File: config.mk
export PLATFORM = sky130hd
export DESIGN_NAME = lts_ctrl
export DESIGN_NICKNAME = d
export VERILOG_FILES = /design/src/rtl/lts_pkg.sv /design/src/rtl/lts_ctrl.sv
export SDC_FILE = /design/constraint.sdc
export NUM_CORES = 1
export LEC_CHECK = 0
export BUFFER_PORTS_ARGS = -buffer_cell sky130_fd_sc_hd__clkbuf_2
export CORE_ASPECT_RATIO = 1.25
export CORE_MARGIN = 1
export CORE_UTILIZATION = 35
export CTS_CLUSTER_SIZE = 30
export DETAILED_ROUTE_END_ITERATION = 10
export SLEW_MARGIN = 20
export SYNTH_ARGS = -nofsm -noshare
export SYNTH_HDL_FRONTEND = slang
export SYNTH_SLANG_ARGS = --single-unit
File: constraint.sdc
create_clock -name i_clk -period 2 [get_ports i_clk]
set_input_delay 0.3 -clock i_clk [delete_from_list [all_inputs] [get_ports i_clk]]
set_output_delay 0.3 -clock i_clk [all_outputs]
set_load 0.02 [all_outputs]
File: src/rtl/lts_pkg.sv
// Shared types and codes for the lexicographic topological sort block.
`timescale 1ns / 1ps
package lts_pkg;

    localparam logic [1:0] OP_ADD   = 2'd0;
    localparam logic [1:0] OP_NEXT  = 2'd1;
    localparam logic [1:0] OP_CLEAR = 2'd2;

    localparam logic [1:0] ST_NODE  = 2'd0;
    localparam logic [1:0] ST_CYCLE = 2'd1;
    localparam logic [1:0] ST_DONE  = 2'd2;
    localparam logic [1:0] ST_OVFL  = 2'd3;

    localparam int NODE_W = 10;
    localparam int CFG_W  = 11;

    typedef struct packed {
        logic [1:0]        op;
        logic [NODE_W-1:0] src_node;
        logic [NODE_W-1:0] dst_node;
    } t_in;

    typedef struct packed {
        logic [NODE_W-1:0] node;
        logic [1:0]        status;
        logic              is_last;
    } t_out;

    typedef struct packed {
        logic [NODE_W-1:0] src;
        logic [NODE_W-1:0] dst;
    } t_edge;

    // controller to datapath
    typedef struct packed {
        logic add_edge;
        logic add_rej;
        logic clear;
        logic cfg_wr;
        logic sort_init;
        logic clr_wr;
        logic cnt_begin;
        logic edge_chk;
        logic deg_upd;
        logic scan_begin;
        logic scan_addr;
        logic scan_chk;
        logic sort_done;
        logic emit;
    } t_cmd;

    // datapath to controller
    typedef struct packed {
        logic sorted;
        logic add_ok;
        logic etot_end;
        logic ncnt_last;
        logic edge_hit;
        logic found;
    } t_stat;

endpackage

File: src/rtl/lts_ctrl.sv
// Sequencer for edge loading, the sort passes and result delivery.
`timescale 1ns / 1ps
module lts_ctrl (
    input  logic           i_clk,
    input  logic           i_rst_n,
    input  logic           start,
    input  logic [1:0]     i_op,
    input  logic           i_cfg_valid,
    input  lts_pkg::t_stat i_stat,
    output lts_pkg::t_cmd  o_cmd,
    output logic           busy,
    output logic           o_cfg_ready
);
    import lts_pkg::*;

    typedef enum logic [9:0] {
        S_IDLE = 10'b0000000001,
        S_CLR  = 10'b0000000010,
        S_ERD  = 10'b0000000100,
        S_EDG  = 10'b0000001000,
        S_DRD  = 10'b0000010000,
        S_DWR  = 10'b0000100000,
        S_SADR = 10'b0001000000,
        S_SWT  = 10'b0010000000,
        S_SCHK = 10'b0100000000,
        S_EMIT = 10'b1000000000
    } t_state;

    t_state r_state, n_state;

    always_ff @(posedge i_clk) begin
        if (!i_rst_n) begin
            r_state <= S_IDLE;
        end else begin
            r_state <= n_state;
        end
    end

    assign busy        = (r_state != S_IDLE);
    assign o_cfg_ready = (r_state == S_IDLE);

    always_comb begin
        n_state = r_state;
        o_cmd   = '0;
        o_cmd.cfg_wr = i_cfg_valid && (r_state == S_IDLE);
        unique case (r_state)
            S_IDLE: begin
                if (start) begin
                    case (i_op)
                        OP_ADD: begin
                            o_cmd.add_edge = i_stat.add_ok;
                            o_cmd.add_rej  = !i_stat.add_ok;
                        end
                        OP_NEXT: begin
                            if (i_stat.sorted) begin
                                n_state = S_EMIT;
                            end else begin
                                o_cmd.sort_init = 1'b1;
                                n_state = S_CLR;
                            end
                        end
                        OP_CLEAR: o_cmd.clear = 1'b1;
                        default: ;
                    endcase
                end
            end
            S_CLR: begin
                o_cmd.clr_wr = 1'b1;
                if (i_stat.ncnt_last) begin
                    o_cmd.cnt_begin = 1'b1;
                    n_state = S_ERD;
                end
            end
            S_ERD: begin
                if (i_stat.etot_end) begin
                    o_cmd.scan_begin = 1'b1;
                    n_state = S_SADR;
                end else begin
                    n_state = S_EDG;
                end
            end
            S_EDG: begin
                o_cmd.edge_chk = 1'b1;
                n_state = i_stat.edge_hit ? S_DRD : S_ERD;
            end
            S_DRD: n_state = S_DWR;
            S_DWR: begin
                o_cmd.deg_upd = 1'b1;
                n_state = S_ERD;
            end
            S_SADR: begin
                o_cmd.scan_addr = 1'b1;
                n_state = S_SWT;
            end
            S_SWT: n_state = S_SCHK;
            S_SCHK: begin
                o_cmd.scan_chk = 1'b1;
                if (i_stat.found) begin
                    n_state = S_ERD;
                end else if (i_stat.ncnt_last) begin
                    o_cmd.sort_done = 1'b1;
                    n_state = S_EMIT;
                end else begin
                    n_state = S_SADR;
                end
            end
            S_EMIT: begin
                o_cmd.emit = 1'b1;
                n_state = S_IDLE;
            end
            default: n_state = S_IDLE;
        endcase
    end

endmodule

**After elaboration in Yosys (flattened, before gate mapping)**

Cells that the tools add are included.

- Bits in registers: 10
- Input port bits: 12
- Output and inout bits: 16
- Word-level logic and storage cells: 48

- Eq/ne operators: 16
- Mux-type cells: 27
- Reductions and logical operators: 4

Operator list:

| kind | number |
|---|---|
| 10-bit case mux with 9 select lines | 1 |
| 10-bit 2-to-1 mux | 6 |
| 1-bit 2-to-1 mux | 13 |
| 10-bit by 1-bit equality test with 1-bit output, second input constant | 1 |
| 10-bit equality test, second input constant | 1 |
| 10-bit by 2-bit equality test with 1-bit output, second input constant | 1 |
| 10-bit by 3-bit equality test with 1-bit output, second input constant | 1 |
| 10-bit by 4-bit equality test with 1-bit output, second input constant | 1 |
| 10-bit by 5-bit equality test with 1-bit output, second input constant | 1 |
| 10-bit by 6-bit equality test with 1-bit output, second input constant | 1 |
| 10-bit by 7-bit equality test with 1-bit output, second input constant | 1 |
| 10-bit by 8-bit equality test with 1-bit output, second input constant | 1 |
| 10-bit by 9-bit equality test with 1-bit output, second input constant | 1 |
| 10-bit by 1-bit inequality test with 1-bit output, second input constant | 1 |
| 7-bit 2-to-1 mux | 1 |
| 2-bit 2-to-1 mux | 3 |
| 3-bit 2-to-1 mux | 2 |
| 5-bit 2-to-1 mux | 1 |
| 2-bit inequality test, second input constant | 2 |
| 3-bit AND reduction | 1 |
| 2-bit by 1-bit equality test with 1-bit output, second input constant | 1 |
| 2-bit equality test, second input constant | 1 |
| 2-bit logical NOT | 1 |
| 2-bit by 1-bit inequality test with 1-bit output, second input constant | 1 |
| other kinds (2) | 2 |

**Longest topological paths before layout**

- Word-level depth: 4
- Gate-level depth with buffers: 7
- Depth with buffers taken out: 5

**Least setup slack after synthesis**

OpenSTA, ideal clock, no wires.

- Path type: reg2out
- Start: register r_state[0]
- End: output o_cmd[13] in the netlist's numbering
- Arrival: 1.711 ns
- Data required time: 1.700 ns
- Slack: -0.011 ns
- Stages on the path, launching flop included: 6
- Buffers on the path: 2
- Path through: dfxtp_1 > clkbuf_1 > and4_1 > buf_2 > nand3b_1 > nor3b_1

RTL lines:

| what | RTL line | RTL |
|---|---|---|
| start: declaration | lts_ctrl.sv:29 | `t_state r_state, n_state;` |
| start signal: assignment | lts_ctrl.sv:35 | `r_state <= n_state;` |
| end: declaration | lts_ctrl.sv:10 | `output lts_pkg::t_cmd o_cmd,` |

==> results list <==
- Run status: finished with violations
- Failing checks: negative setup slack
* Worst-skew pair later-pin latency: approximately 270 ps
* Number of top-level pins: 28
- Number of nets still failing antenna checks after routing: 0
* Max-cap violation count: 0
* Hold Path Class: in -> reg
* Maximum number of buffers from clock root to sink: 2
- Buffers placed on the I/O ports in this run total 27.
- Largest reg by FF count: r_state
* Detail-routed via count per cell: 5.80
- Entering global routing, the biggest net connects 10 pins.
* Initial antenna violation count: 0
- Fraction of final layout cells sized beyond drive strength 1: between 50 and 60%
- The worst pin sits at a relative slew slack of 75.7%.
* Global-route usage over all layers: between 20 and 25%
- The share of synthesized area in the top cell type comes to 28.4%.
* Leftover overflow at the end of global routing: 0
- Number of nets at the end of the flow: 142
* Static Leakage: between 0.5 and 0.6 nW
- CTS built an H-tree with a depth of 1.
- Arrival time of data at the critical path endpoint: around 1800 ps
- Number of slew-limit violations in the final report: 0
- Of all nets on the critical path, the largest fanout is 5.
- Max FFs per register: 10
* Main area contributors after synthesis: sky130_fd_sc_hd__dfxtp_1 28%, sky130_fd_sc_hd__nor2_1 6.9%, sky130_fd_sc_hd__nor3b_1 5.3%, sky130_fd_sc_hd__xor2_1 3.7%, sky130_fd_sc_hd__nor4_4 3.0%
- Area growth, synth to finish: 53.9%
* Clock tree from TritonCTS: yes
- After synthesis the cells add up to about 710 um2.
* Nature of the critical path endpoint: output port
- Total clock sinks: 10
- Post-Place Worst Slack: a little under 100 ps
- Initial Utilization: between 30% and 40%
- Class of the most critical setup path: reg -> out
* Number of synthesized register bits: 10
- Worst clock skew on the final layout: between 2 and 2.5 ps
- Detailed placement ended at an HPWL of 1520 um.
* Critical path cell sequence: or4_4 -> nor3_4 -> and3b_2 -> buf_8
- After detailed routing, the number of remaining DRC violations is 0.
* Sequential area share after synthesis: between 20% and 30%
- Clock transition at path regs: roughly 70 ps
- Setup repair after global routing could not meet its margin everywhere.
- Final Setup Violations: 3
* Via count of the first global-routing pass: between 800 and 900
- Async set or reset register ratio after synthesis: 0%
- The final hold violation count came to 0.
- Synthesis produced 87 cells.
* Sort of element at the start of the critical path: flop
- Leading cell types by count after synthesis: 13 x sky130_fd_sc_hd__nor2_1, 10 x sky130_fd_sc_hd__dfxtp_1, 5 x sky130_fd_sc_hd__nor3b_1
- In this run, the number of DRC markers left after iteration 0 of detailed routing was 14.
- Post-synth EDFFs: 0
- Routed vias: about 860
- The number of nets handed over by synthesis was a little under 100.
- Yosys warning count: 0
- Setup slack on the worst reg-to-reg path comes out at 180 ps.
* Master cell of the clock root buffer: sky130_fd_sc_hd__clkbuf_4
* F_max: slightly below 500 MHz
* Top delay family on crit path: simple AND/OR/NAND/NOR gates
- The routed design could run at a clock period as short as just over 2000 ps.
- From bottom edge to top edge, the die measures 52.2 um.
* Total power density per cell area: 498 mW/mm2
- Std cell rows: 17
* Global-route wire length before repair: 3780 um
- Number of clock buffers inserted by TritonCTS: 3
- The largest registers in the layout are r_state: 10 flops.
- Peak supply drop: just over 0.0003 V
- The largest single stage delay on the critical path is 570 ps.
* Wire length per cell after detailed routing: around 15 um
- The first detailed-routing pass took 4 iterations.
* Most numerous cell in the Yosys netlist: sky130_fd_sc_hd__nor2_1
* Horizontal die dimension: about 42 um
- After layout, the worst path uses 103% of the clock period.
- Floorplan Core Area: 0.00183 mm2
* CP max stage cell: sky130_fd_sc_hd__or4_4
- Mean post-synth cell area: between 8 and 9 um2
* Ant. Diodes: 0
- Cells fill approximately 59% of the core in the end.
- DIE AREA: 0.00220 mm2
- In the synthesized netlist the dominant register cell turns out to be sky130_fd_sc_hd__dfxtp_1.
- For this block, the routed nets add up to about 2300 um of wire.
- Routability cong.: 0.763
- Distinct cell type count after synthesis: 39
- At the pin with the least slew margin, the transition time is between 300 and 400 ps.
- Worst path buffer plus inverter count: 1
- Worst Slack Setup Final: -65.9 ps
* Cell accounting for the most synthesized area: sky130_fd_sc_hd__dfxtp_1
- Required @ worst endpoint: ~1700 ps
-- per-layer routing --
metal | up-vias | routed length, um | GRT usage, %
met5 | - | 0 | 0
met4 | 0 | 88 | 15.6
met3 | 9 | 121 | 2.07
met2 | 42 | 1180 | 40.3
met1 | 402 | 873 | 26.3
li1 | 405 | - | -
-- layout by cell type, fill, tap and decap left out, drive strengths merged, types with 4 or more instances in the layout --
master,instances
nand3,5
buf,21
nor4,5
nor3b,5
inv,5
nand2,4
nor2,13
nor3,5
dfxtp,10
clkbuf,25
-- path summary, 6_finish.rpt --
| kind | end | start | depth (start not counted) |
|---|---|---|---|
| setup / recovery | o_cmd[3] | r_state[2] | 4 |
| hold / removal | r_state[3] | i_stat[3] | 2 |
| setup reg to reg | r_state[7] | r_state[2] | 6 |
| hold reg to reg | r_state[8] | r_state[7] | 2 |
-- logic make-up after synthesis --
logic type      share of synthesized area, %
flops                                   28.4
compound gates                          11.3
xor+xnor                                3.72
buf+inv                                 6.91
simple gates                            49.6
-- repair_timing --
| item | CTS | global route |
|---|---|---|
| resized for setup | 17 | 16 |
| cloned | 0 | 0 |
| setup endpoints to repair | 7 | 10 |
| hold buffers | 0 | 0 |
| setup buffers | 7 | 3 |
| pin swaps | 8 | 6 |
-- power by group --
part	internal (W)	switching (W)	total, W
Combinational	0.0000634	0.0000800	0.000143
Sequential	0.000199	0.00000931	0.000208
Clock	0.000111	0.0000785	0.000189
-- worst register-to-register path, cell delays in order, from the launching register on --
cell and delay (ps):
sky130_fd_sc_hd__dfxtp_4 360, sky130_fd_sc_hd__or4_4 570, sky130_fd_sc_hd__nor3_4 210, sky130_fd_sc_hd__and3b_2 230, sky130_fd_sc_hd__buf_4 110, sky130_fd_sc_hd__buf_4 90
sky130_fd_sc_hd__and4b_1 190
-- per-stage QoR --
step	cells	total power, W	setup TNS (ps)	hold WS (ps)	area [um2]
after floorplan	87	0.000288	0	376	711
after global placement	134	0.000334	0	497	885
after detailed placement	134	0.000335	0	497	885
after CTS	145	0.000531	-61.8	205	1020
after global routing	148	0.000567	-492	202	1090
final	148	0.000541	-104	194	1090
-- cell type report --
class                      count  area (um2)
clock buffer                   4        36.3
fill                         167         743
inverter                       5        18.8
multi-input combinational     67         512
sequential                    10         215
tap                           19        23.8
timing repair buffer          43         280
(Power assumes the default switching activity.)
